==> config.mk <==
export PLATFORM = sky130hd
export DESIGN_NAME = layered_char_display_compositor
export DESIGN_NICKNAME = d
export VERILOG_FILES = /design/src/hdl/lcdc_pkg.sv /design/src/hdl/layered_char_display_compositor.sv
export SDC_FILE = /design/constraint.sdc
export NUM_CORES = 2
export LEC_CHECK = 0
export ABC_CLOCK_PERIOD_IN_PS = 4200
export BUFFER_PORTS_ARGS = -buffer_cell sky130_fd_sc_hd__buf_2
export CORE_MARGIN = 8
export CORE_UTILIZATION = 57
export CTS_CLUSTER_DIAMETER = 80
export DETAILED_ROUTE_END_ITERATION = 10
export PLACE_DENSITY = 0.85
export SLEW_MARGIN = 20
export SYNTH_ARGS = -nofsm -noshare
export SYNTH_HDL_FRONTEND = slang
export SYNTH_SLANG_ARGS = --single-unit
==> constraint.sdc <==
create_clock -name aclk -period 4.2 [get_ports aclk]
set_input_delay 0.63 -clock aclk [delete_from_list [all_inputs] [get_ports aclk]]
set_output_delay 0.63 -clock aclk [all_outputs]
set_load 0.02 [all_outputs]
==> src/hdl/lcdc_pkg.sv <==
// lcdc_pkg: constants, codes and types for the layered character display compositor
// no dependencies; imported by layered_char_display_compositor
`timescale 1ns / 1ps
`default_nettype none

package lcdc_pkg;

    // display geometry and layer count
    localparam int LAYERS = 4;
    localparam int ROWS   = 2;
    localparam int COLS   = 16;

    // derived widths
    localparam int LAY_W  = (LAYERS > 1) ? $clog2(LAYERS) : 1;
    localparam int ROW_W  = (ROWS > 1) ? $clog2(ROWS) : 1;
    localparam int COL_W  = $clog2(COLS);
    localparam int CELLS  = ROWS * COLS;
    localparam int CELL_W = (CELLS > 1) ? $clog2(CELLS) : 1;

    // field widths fixed by the interface
    localparam int OP_W     = 3;
    localparam int ROWF_W   = 2;
    localparam int COLF_W   = 6;
    localparam int LAYF_W   = 2;
    localparam int CHAR_W   = 8;
    localparam int IN_W     = 24;
    localparam int MASK_W   = 4;

    // character and command bytes
    localparam logic [7:0] SPACE_CODE = 8'h20;
    localparam logic [7:0] ADDR_CMD   = 8'h80;
    localparam logic [7:0] ROW1_BASE  = 8'h40;
    localparam logic [7:0] ADDR_MASK  = 8'h7F;

    // operation codes
    localparam logic [OP_W-1:0] OP_WRITE_CHAR  = 3'd0;
    localparam logic [OP_W-1:0] OP_CLEAR_LAYER = 3'd1;
    localparam logic [OP_W-1:0] OP_CLEAR_LINE  = 3'd2;
    localparam logic [OP_W-1:0] OP_MOVE_CURSOR = 3'd3;
    localparam logic [OP_W-1:0] OP_REFRESH     = 3'd4;

    // one memory word holds a cell of every layer
    typedef logic [LAYERS-1:0][7:0] lanes_t;

    // sequencer states
    typedef enum logic [2:0] {
        ST_IDLE,
        ST_ROWCMD,
        ST_READ,
        ST_CMP,
        ST_REPOS,
        ST_DATA,
        ST_CURSOR
    } state_t;

endpackage

`default_nettype wire

==> src/hdl/layered_char_display_compositor.sv <==
// layered_char_display_compositor: layer memory, shown-copy memory and refresh sequencer
// depends on lcdc_pkg
`timescale 1ns / 1ps
`default_nettype none

//  channel   dir  handshake            payload
//  s_        in   s_tvalid / s_tready  s_tdata: operation, row, col, layer, character
//  m_        out  m_tvalid / m_tready  m_tdata: bus_byte, m_tuser: register_select, m_tlast
//  cfg_      in   cfg_we               cfg_wdata: layer_hidden_mask
//
// write char, clear layer, clear line and unknown operations finish in ST_IDLE; move cursor
// also passes through ST_CURSOR. A refresh walks the cells one at a time through the single
// read port of the layer memory: a row command per row, a read and a compare per cell, a
// data byte per changed cell and a re-address command after skipped cells; m_tready low
// stalls it. Reset needs no clearing pass: the layer and shown memories carry per-entry
// valid bits. A result waits in the output register while the next item is accepted.

module layered_char_display_compositor (
    input  wire                       aclk,
    input  wire                       aresetn,
    // operation [2:0], row [4:3], col [10:5], layer [12:11], character [20:13]
    input  wire [lcdc_pkg::IN_W-1:0]  s_tdata,
    input  wire                       s_tvalid,
    output logic                      s_tready,
    // bus_byte [7:0]
    output logic [7:0]                m_tdata,
    // register_select [0]
    output logic [0:0]                m_tuser,
    output logic                      m_tlast,
    output logic                      m_tvalid,
    input  wire                       m_tready,
    input  wire                       cfg_we,
    input  wire [lcdc_pkg::MASK_W-1:0] cfg_wdata
);

    import lcdc_pkg::*;

    // input fields
    logic [OP_W-1:0]   in_op;
    logic [ROWF_W-1:0] in_row;
    logic [COLF_W-1:0] in_col;
    logic [LAYF_W-1:0] in_layer;
    logic [CHAR_W-1:0] in_char;

    assign in_op    = s_tdata[2:0];
    assign in_row   = s_tdata[4:3];
    assign in_col   = s_tdata[10:5];
    assign in_layer = s_tdata[12:11];
    assign in_char  = s_tdata[20:13];

    // state registers
    state_t             state_reg, state_next;
    logic [MASK_W-1:0]  mask_reg;
    logic [ROWF_W-1:0]  cur_row_reg;
    logic [COLF_W-1:0]  cur_col_reg;
    logic [ROW_W-1:0]   r_reg;
    logic [COL_W-1:0]   c_reg;
    logic               repos_reg;
    logic [7:0]         comp_reg, comp_next;

    // memories and their valid bits
    lanes_t     lay_mem [CELLS];
    lanes_t     lay_rd_reg;
    logic [7:0] shown_mem [CELLS];
    logic [7:0] shown_rd_reg;
    logic       lay_vld_reg [LAYERS][ROWS][COLS];
    logic       shown_vld_reg [ROWS][COLS];

    // output register
    logic       m_tvalid_reg;
    logic [7:0] m_byte_reg;
    logic       m_rs_reg;
    logic       m_last_reg;

    assign m_tvalid = m_tvalid_reg;
    assign m_tdata  = m_byte_reg;
    assign m_tuser  = m_rs_reg;
    assign m_tlast  = m_last_reg;

    // input decode
    logic              accept;
    logic              row_ok, col_ok, layer_ok;
    logic [CELL_W-1:0] in_cell;
    logic [ROW_W-1:0]  in_row_idx;
    logic [LAY_W-1:0]  in_lay_idx;

    assign accept     = s_tvalid && s_tready;
    assign row_ok     = (in_row != '0) && (32'(in_row) <= ROWS);
    assign col_ok     = (in_col != '0) && (32'(in_col) <= COLS);
    assign layer_ok   = 32'(in_layer) < LAYERS;
    assign in_cell    = CELL_W'((32'(in_row) - 1) * COLS + 32'(in_col) - 1);
    assign in_row_idx = ROW_W'(in_row - 2'd1);
    assign in_lay_idx = LAY_W'(in_layer);

    // walk position
    logic [CELL_W-1:0] walk_cell;
    logic [7:0]        row_base;
    logic              at_row_end, at_end;
    state_t            adv_state;

    assign walk_cell  = CELL_W'(32'(r_reg) * COLS + 32'(c_reg));
    assign row_base   = (r_reg == '0) ? 8'h00 : ROW1_BASE;
    assign at_row_end = c_reg == COL_W'(COLS - 1);
    assign at_end     = at_row_end && (r_reg == ROW_W'(ROWS - 1));
    assign adv_state  = at_end ? ST_CURSOR : (at_row_end ? ST_ROWCMD : ST_READ);

    // cursor command byte
    logic [7:0] cur_base, cur_cmd;
    assign cur_base = (cur_row_reg == 2'd1) ? 8'h00 : ROW1_BASE;
    assign cur_cmd  = ADDR_CMD | ((cur_base + {2'b00, cur_col_reg} - 8'd1) & ADDR_MASK);

    // composite of visible layers, highest non-space wins
    logic [7:0] mask_ext;
    logic [7:0] shown_val;
    logic       differs;
    assign mask_ext = {{(8 - MASK_W){1'b0}}, mask_reg};

    always_comb begin
        comp_next = SPACE_CODE;
        for (int l = 0; l < LAYERS; l++) begin
            if (!((l < MASK_W) && mask_ext[l]) && lay_vld_reg[l][r_reg][c_reg]
                && (lay_rd_reg[l] != SPACE_CODE)) begin
                comp_next = lay_rd_reg[l];
            end
        end
    end

    assign shown_val = shown_vld_reg[r_reg][c_reg] ? shown_rd_reg : SPACE_CODE;
    assign differs   = comp_next != shown_val;

    logic slot_free;
    assign slot_free = !m_tvalid_reg || m_tready;

    // next state
    always_comb begin
        state_next = state_reg;
        unique case (state_reg)
            ST_IDLE: begin
                if (accept && in_op == OP_REFRESH) begin
                    state_next = ST_ROWCMD;
                end else if (accept && in_op == OP_MOVE_CURSOR && row_ok && col_ok) begin
                    state_next = ST_CURSOR;
                end
            end
            ST_ROWCMD: begin
                if (slot_free) state_next = ST_READ;
            end
            ST_READ: begin
                state_next = ST_CMP;
            end
            ST_CMP: begin
                if (differs) state_next = repos_reg ? ST_REPOS : ST_DATA;
                else state_next = adv_state;
            end
            ST_REPOS: begin
                if (slot_free) state_next = ST_DATA;
            end
            ST_DATA: begin
                if (slot_free) state_next = adv_state;
            end
            ST_CURSOR: begin
                if (slot_free) state_next = ST_IDLE;
            end
            default: state_next = ST_IDLE;
        endcase
    end

    // outputs of the sequencer
    logic       out_load, out_rs, out_last, rd_en, shown_we;
    logic [7:0] out_byte;

    always_comb begin
        s_tready = 1'b0;
        out_load = 1'b0;
        out_rs   = 1'b0;
        out_last = 1'b0;
        out_byte = 8'h00;
        rd_en    = 1'b0;
        shown_we = 1'b0;
        unique case (state_reg)
            ST_IDLE: begin
                s_tready = 1'b1;
            end
            ST_ROWCMD: begin
                out_load = slot_free;
                out_byte = ADDR_CMD | (row_base & ADDR_MASK);
            end
            ST_READ: begin
                rd_en = 1'b1;
            end
            ST_CMP: begin
                rd_en = 1'b0;
            end
            ST_REPOS: begin
                out_load = slot_free;
                out_byte = ADDR_CMD | ((row_base + 8'(c_reg)) & ADDR_MASK);
            end
            ST_DATA: begin
                out_load = slot_free;
                out_rs   = 1'b1;
                out_byte = comp_reg;
                shown_we = slot_free;
            end
            ST_CURSOR: begin
                out_load = slot_free;
                out_last = 1'b1;
                out_byte = cur_cmd;
            end
            default: begin
                s_tready = 1'b0;
            end
        endcase
    end

    // control registers
    always_ff @(posedge aclk) begin
        if (!aresetn) begin
            state_reg    <= ST_IDLE;
            mask_reg     <= '0;
            cur_row_reg  <= 2'd1;
            cur_col_reg  <= 6'd1;
            r_reg        <= '0;
            c_reg        <= '0;
            repos_reg    <= 1'b0;
            m_tvalid_reg <= 1'b0;
        end else begin
            state_reg <= state_next;
            if (cfg_we) mask_reg <= cfg_wdata;

            // cursor position
            if (accept && in_op == OP_MOVE_CURSOR && row_ok && col_ok) begin
                cur_row_reg <= in_row;
                cur_col_reg <= in_col;
            end

            // walk counters and re-address flag
            if (accept && in_op == OP_REFRESH) begin
                r_reg <= '0;
                c_reg <= '0;
            end
            if (state_reg == ST_ROWCMD && slot_free) repos_reg <= 1'b0;
            if (state_reg == ST_REPOS && slot_free) repos_reg <= 1'b0;
            if (state_reg == ST_CMP && !differs) repos_reg <= 1'b1;
            if ((state_reg == ST_CMP && !differs) || (state_reg == ST_DATA && slot_free)) begin
                if (at_row_end) begin
                    c_reg <= '0;
                    if (!at_end) r_reg <= r_reg + ROW_W'(1);
                end else begin
                    c_reg <= c_reg + COL_W'(1);
                end
            end

            // output register
            if (out_load) m_tvalid_reg <= 1'b1;
            else if (m_tready) m_tvalid_reg <= 1'b0;
        end
    end

    // output payload and composite hold
    always_ff @(posedge aclk) begin
        if (out_load) begin
            m_byte_reg <= out_byte;
            m_rs_reg   <= out_rs;
            m_last_reg <= out_last;
        end
        if (state_reg == ST_CMP) comp_reg <= comp_next;
    end

    // layer valid bits: cleared entries read as space
    always_ff @(posedge aclk) begin
        if (!aresetn) begin
            for (int l = 0; l < LAYERS; l++) begin
                for (int r = 0; r < ROWS; r++) begin
                    for (int c = 0; c < COLS; c++) begin
                        lay_vld_reg[l][r][c] <= 1'b0;
                    end
                end
            end
        end else if (accept && layer_ok) begin
            if (in_op == OP_WRITE_CHAR && row_ok && col_ok) begin
                lay_vld_reg[in_lay_idx][in_row_idx][COL_W'(in_col - 6'd1)] <= 1'b1;
            end else if (in_op == OP_CLEAR_LAYER) begin
                for (int r = 0; r < ROWS; r++) begin
                    for (int c = 0; c < COLS; c++) begin
                        lay_vld_reg[in_lay_idx][r][c] <= 1'b0;
                    end
                end
            end else if (in_op == OP_CLEAR_LINE && row_ok) begin
                for (int c = 0; c < COLS; c++) begin
                    lay_vld_reg[in_lay_idx][in_row_idx][c] <= 1'b0;
                end
            end
        end
    end

    // layer memory: byte-lane write, one registered read
    always_ff @(posedge aclk) begin
        if (accept && in_op == OP_WRITE_CHAR && row_ok && col_ok && layer_ok) begin
            lay_mem[in_cell][in_lay_idx] <= in_char;
        end
        if (rd_en) lay_rd_reg <= lay_mem[walk_cell];
    end

    // shown-copy valid bits
    always_ff @(posedge aclk) begin
        if (!aresetn) begin
            for (int r = 0; r < ROWS; r++) begin
                for (int c = 0; c < COLS; c++) begin
                    shown_vld_reg[r][c] <= 1'b0;
                end
            end
        end else if (shown_we) begin
            shown_vld_reg[r_reg][c_reg] <= 1'b1;
        end
    end

    // shown-copy memory
    always_ff @(posedge aclk) begin
        if (shown_we) shown_mem[walk_cell] <= comp_reg;
        if (rd_en) shown_rd_reg <= shown_mem[walk_cell];
    end

endmodule

`default_nettype wire
==> Word level (Yosys, flattened, before mapping) <==
Memory sizes are Yosys's and may differ from the RTL's. A register that Yosys moved wholly into a read port is not among the register bits.
Index checks and enable logic that the tools add are counted.
{ "word_totals": {"reg_bits": 40, "mem_count": 4, "mem_bits_ro": 0, "mem_bits_rw": 1440, "latchBits": 0, "in_bits": 33, "elab_cells": 1349} }
{ "mem_list": {"columns": ["name", "depth", "word_bits", "rd", "rd_clocked_by_memory_dff", "wr", "line", "text"], "rows": [
  ["lay_mem", 32, 32, 1, 1, 1, "layered_char_display_compositor.sv:62", "lanes_t lay_mem [CELLS];"],
  ["shown_mem", 32, 8, 1, 1, 1, "layered_char_display_compositor.sv:64", "logic [7:0] shown_mem [CELLS];"],
  ["lay_vld_reg", 4, 32, 4, 0, 4, "layered_char_display_compositor.sv:66", "logic lay_vld_reg [LAYERS][ROWS][COLS];"],
  ["shown_vld_reg", 2, 16, 1, 1, 2, "layered_char_display_compositor.sv:67", "logic shown_vld_reg [ROWS][COLS];"]
]} }
{ "classes": {"add_sub_neg": 11, "bitwise": 548, "muxes": 692, "n_shift": 0, "mul": 0, "div": 0, "reduce_logical": 49, "n_eq_ne": 22, "magnitude_cmp": 11} }
{ "ops": {"columns": ["op", "count"], "rows": [
  ["32-bit 2-to-1 mux", 20],
  ["1-bit 2-to-1 mux", 593],
  ["1-bit bitwise OR", 544],
  ["16-bit demux with 1-bit select", 17],
  ["16-bit 2-to-1 mux", 17],
  ["8-bit 2-to-1 mux", 7],
  ["8-bit by 6-bit inequality test with 1-bit output, second input constant", 4],
  ["8-bit one-hot mux with 4 select lines", 1],
  ["32-bit OR reduction", 1],
  ["1-bit logical AND", 30],
  ["3-bit 2-to-1 mux", 9],
  ["7-bit 2-to-1 mux", 3],
  ["3-bit one-hot mux with 7 select lines", 1],
  ["1-bit binary-select mux with 4-bit select", 5],
  ["8-bit demux with 2-bit select", 1],
  ["4-bit 2-to-1 mux", 4],
  ["16-bit OR reduction", 1],
  ["15-bit 2-to-1 mux", 1],
  ["14-bit 2-to-1 mux", 1],
  ["13-bit 2-to-1 mux", 1],
  ["3-bit by 2-bit equality test with 1-bit output, second input constant", 4],
  ["3-bit equality test, second input constant", 4],
  ["12-bit 2-to-1 mux", 1],
  ["11-bit 2-to-1 mux", 1],
  ["other kinds (40)", 62]
]} }

==> Depth between registers and ports, before layout <==
{ "depth": {"ltp_word": 28, "mapped_depth": 15, "depth_no_buf": 11} }

==> Worst setup path after synthesis <==
No wires, ideal clock.
{ "synth_path": {"path_kind": "register -> register", "start": "register state_reg[1]", "end": "register lay_rd_reg[0] in the netlist's numbering, read port of lay_mem, enable pin", "t_required_ns": 3.705, "arrival_time_ns": 3.910, "synth_period_minus_slack_ns": 4.406, "path_stages_with_launch": 4, "slack_ns": -0.206, "path_buffers": 2, "path_cell_list": "dfxtp_1 clkbuf_1 buf_1 nor3b_1"} }
{ "synth_between": {"elab_chain_cells": 2} }
{ "synth_lines": {"columns": ["item", "line", "text"], "rows": [
  ["start, declared", "layered_char_display_compositor.sv:52", "state_t state_reg, state_next;"],
  ["start signal, assigned", "layered_char_display_compositor.sv:227", "state_reg <= state_next;"],
  ["3-bit by 2-bit equality test with 1-bit output", "layered_char_display_compositor.sv:180", "unique case (state_reg)"],
  ["1-bit 2-to-1 mux", "layered_char_display_compositor.sv:180", null],
  ["end, declared", "layered_char_display_compositor.sv:63", "lanes_t lay_rd_reg;"]
]} }
No other way between the ends.
A chain may end at the register's enable or synchronous reset.

==> Final worst setup path <==
{ "layout_path": {"start": "register c_reg[0]", "end": "register r_reg"} }
{ "layout_between": {"elab_chain_cells": 15, "elab_cells_between_ends": 38, "classes_between": "eq/ne (2); mux (23); bitwise (1); reduce/logical (12)"} }
{ "layout_lines": {"columns": ["item", "line", "text"], "rows": [
  ["start, declared", "layered_char_display_compositor.sv:57", "logic [COL_W-1:0] c_reg;"],
  ["start signal, assigned", "layered_char_display_compositor.sv:249", "c_reg <= c_reg + COL_W'(1);"],
  ["4-bit inverter with 5-bit output (not written as such)", "layered_char_display_compositor.sv:121, layered_char_display_compositor.sv:128", null],
  ["1-bit binary-select mux with 4-bit select", "layered_char_display_compositor.sv:121", "if (!((l < MASK_W) && mask_ext[l]) && lay_vld_reg[l][r_reg][c_reg]"],
  ["1-bit 2-to-1 mux (not written as such) (2 in a row)", "layered_char_display_compositor.sv:121", null],
  ["1-bit logical AND", "layered_char_display_compositor.sv:121", null],
  ["1-bit logical AND", "layered_char_display_compositor.sv:122", "&& (lay_rd_reg[l] != SPACE_CODE)) begin"],
  ["8-bit 2-to-1 mux (4 in a row)", "layered_char_display_compositor.sv:121", null],
  ["8-bit inequality test", "layered_char_display_compositor.sv:129", "assign differs = comp_next != shown_val;"],
  ["1-bit logical NOT", "layered_char_display_compositor.sv:244", "if ((state_reg == ST_CMP && !differs) || (state_reg == ST_DATA && slot_free)) begin"],
  ["1-bit logical AND", "layered_char_display_compositor.sv:244", null],
  ["1-bit logical OR", "layered_char_display_compositor.sv:244", null],
  ["1-bit 2-to-1 mux *", "layered_char_display_compositor.sv:244", null],
  ["end signal, assigned", "layered_char_display_compositor.sv:247", "if (!at_end) r_reg <= r_reg + ROW_W'(1);"],
  ["end, declared", "layered_char_display_compositor.sv:56", "logic [ROW_W-1:0] r_reg;"]
]} }
Every way passes the cells marked *; elsewhere a longest branch is shown, timed or not. The select of a mux whose other input is x is not followed.

==> out/results.ini <==
[timing]
fmax_ghz = 0.254
worst_slack_ns = 0.265
setup_violations = 0
tns_ns = 0
finalCriticalPeriod_ns = 3.94
rsz0062_at_grt = false
hold_viol_final = 0
finalClockSkew_ns = 0.0208
worstMarginPinSlew_ns = 1.10
final.period_utilization = 0.937
slew_violations = 0
relSlewSlack = 0.265

[drt]
maxUsedRoutingLayer = met5
drt-pass1-iter-count = 6
drcViolationCount = 0
drt-met1-wl_microns = 52700
met3WireLength_microns = 16200
antenna_left = 0
num_vias = 33400
wire_per_inst_microns = 30.5
drtIter0Drc = 4877
dr_wl_met2_microns = 74900
wirelength_microns = 151000
vias_per_cell = 6.77

[worst_setup_path]
crit_arrival_ns = 4.61
r2r_slack_ns = 0.26
crit_fanout = 18
path_delay_family = compound AO/OA/AOI/OAI gates
cp_slowest_cell = a2111oi_4
cp.required_ns = 4.87
timing.rr.end = r_reg$_SDFF_PN0_
crit_buf_inv = 1
startpoint_type = flip-flop
critPathCaptureType = flip-flop
path_class = flip-flop to flip-flop
r2r-start = c_reg[0]$_SDFFE_PN0P_
r2r_cells = 11
crit_path_max_incr_delay_ns = 0.60
crit_chain = and2_1, buf_4, a22o_1, nor2_1, o211ai_4, nand2_2, or3_1, o2111a_1, a2111oi_4, a31oi_4, o31ai_1

[hold_path]
hold_path_class = primary input to flip-flop
worstHoldEndpoint = mask_reg[1]$_SDFFE_PN0P_
worstHoldStart = cfg_wdata[1]
hold_depth = 3

[pwr]
p_total_mw = 32.1
powerDensity_mw_per_mm2 = 460
vdd_drop_max_mv = 0.371
p_leak_nw = 21.4

[clock_tree]
clockBufferDepth = 3
cts_tree = done
cts_buffers = 148
cts-root-buf = clkbuf_16
htree_levels = 4
post_cts_resized = 0
cts_sinks = 1521
insertion_delay_ns = 0.77
cts.clk_slew.worst_paths_ns = 0.06

[grt]
grt_pass1_vias = 33300
grt_first_pass_wirelength_microns = 222000
antenna_found_initial = 6
grt_overflow = 0
track_usage = 0.249
grt_max_degree = 157

[final_layout]
area_growth_pct = 12.9
drive_gt1_frac = 0.275
regArea_sq_mm = 0.0454
fillers = 6516
nets = 3463
final_util = 0.650
largest_reg_flops = 1024
multiInputGateArea_sq_mm = 0.0154

[placed_design]
portBuffers = 41
post-place-ws_ns = 0.205
dp_hpwl_microns = 85300
gp_routability_congestion = 0.900

[synthesis]
netlist.area_leader.share = 0.727
synth-seq-cells = 1521
ys.flop_type = edfxtp_1
synth-edff-count = 1496
synth_cell_types = 72
ys_warn_count = 0
synth_area_sq_mm = 0.0618
ys_async_sr_fraction = 0
synth_area_leader_cell = edfxtp_1
synth_area_leaders = edfxtp_1, mux4_2, nor2_1
ys_seq_area_frac = 0.735
synth_cells = 3208
syn_nets = 3252
avgSynthCellArea_sq_um = 19.3

[flow_run]
maxCapViolCount = 0

[run_status]
status = completed

[floorplan]
die_w_microns = 345
row_count = 120
io_pins = 45
die_y_microns = 345
initial_utilization = 0.575
die_area_sq_mm = 0.119
core_area_sq_mm = 0.107

==> cell usage after synthesis, drive strengths merged (25+ instances only) <==
| master | number |
|---|---|
| nand3 | 35 |
| clkbuf | 161 |
| buf | 60 |
| o21ai | 170 |
| nand2 | 74 |
| dfxtp | 25 |
| nor2 | 252 |
| mux2i | 65 |
| a21oi | 55 |
| nor3 | 106 |
| edfxtp | 1496 |
| mux4 | 413 |
| mux2 | 40 |
==> metal layers <==
layer	GRT usage	vias up
met5	0	-
met3	0.0564	440
li1	-	13500
met4	0.106	6
met2	0.410	2408
met1	0.322	17100
==> worst max path at each step <==
| stage | start | endpoint | slack [ns] | cells after the start |
|---|---|---|---|---|
| 6_report | c_reg[0]$_SDFFE_PN0P_ | r_reg$_SDFF_PN0_ | 0.26 | 11 |
| 5_1_grt | c_reg[0]$_SDFFE_PN0P_ | r_reg$_SDFF_PN0_ | 0.08 | 11 |
| 4_1_cts | r_reg$_SDFF_PN0_ | r_reg$_SDFF_PN0_ | 0.20 | 12 |
| 3_5_place_dp | r_reg$_SDFF_PN0_ | r_reg$_SDFF_PN0_ | 0.21 | 12 |
| 3_3_place_gp | r_reg$_SDFF_PN0_ | r_reg$_SDFF_PN0_ | 0.26 | 12 |
| 2_1_floorplan | state_reg[2]$_SDFFE_PN0P_ | lay_mem[10][24]$_DFFE_PP_ | 0.86 | 8 |
==> report_power, final <==
part / switching (mW) / internal [mW]
combinational: 1.11 / 0.448
clock: 5.70 / 7.70
sequential: 0.178 / 17.0
total: 6.99 / 25.1
==> area by class of cell <==
cell class              count  area share
clock buffers             180      0.0560
inverters                  23     0.00124
repair buffers            282      0.0318
clock inverters            86      0.0134
diodes                      2   0.0000718
flip-flops and latches   1521       0.652
well taps                1403      0.0252
multi-input cells        1443       0.221
==> metrics by stage <==
step | hold slack (ns) | instance area, sq um | cells
after floorplan | 0.435 | 61800 | 3208
after CTS | 0.0724 | 69500 | 4928
after global placement | 0.454 | 64700 | 4662
after global routing | 0.119 | 69700 | 4939
after detailed placement | 0.466 | 64700 | 4662
final | 0.102 | 69700 | 4940
==> logic make-up (layout without fill, tap and decap cells) <==
kind of cell / Yosys count / count (layout) / synth area share
flops: 1521 / 1521 / 0.735
compound gates: 337 / 337 / 0.0343
xor+xnor: 15 / 15 / 0.00213
fa+ha+maj: 11 / 11 / 0.00235
buf+inv: 244 / 571 / 0.0163
simple gates: 562 / 562 / 0.0413
mux: 518 / 518 / 0.168
other cells: 0 / 2 / 0
==> what timing repair did <==
| action | in CTS | in global routing |
|---|---|---|
| buffers inserted | 0 | 1 |
| setup endpoints to repair | 0 | 2 |
| hold buffers | 0 | 0 |
==> placed cells by master (no fill, tap or decap), types with 16 or more instances in the layout <==
cell and n:
edfxtp_1 1496, mux4_2 413, nor2_1 252, buf_4 231, o21ai_0 170, clkbuf_16 151, nor3_1 106, nand2_1 72
mux2i_1 65, a21oi_1 55, mux2_2 40, nand3_1 35, clkinv_1 32, buf_2 32, clkbuf_1 27, a22oi_1 23
clkinv_2 23, inv_1 20, dfxtp_1 20, nor2b_1 18, bufinv_16 17, nand2b_1 16
==> worst min-delay path: stages <==
cell and delay [ns]:
buf_2 0.07, mux2i_1 0.05, nor2_1 0.07
Note: power is estimated with default switching activity, not from simulation.
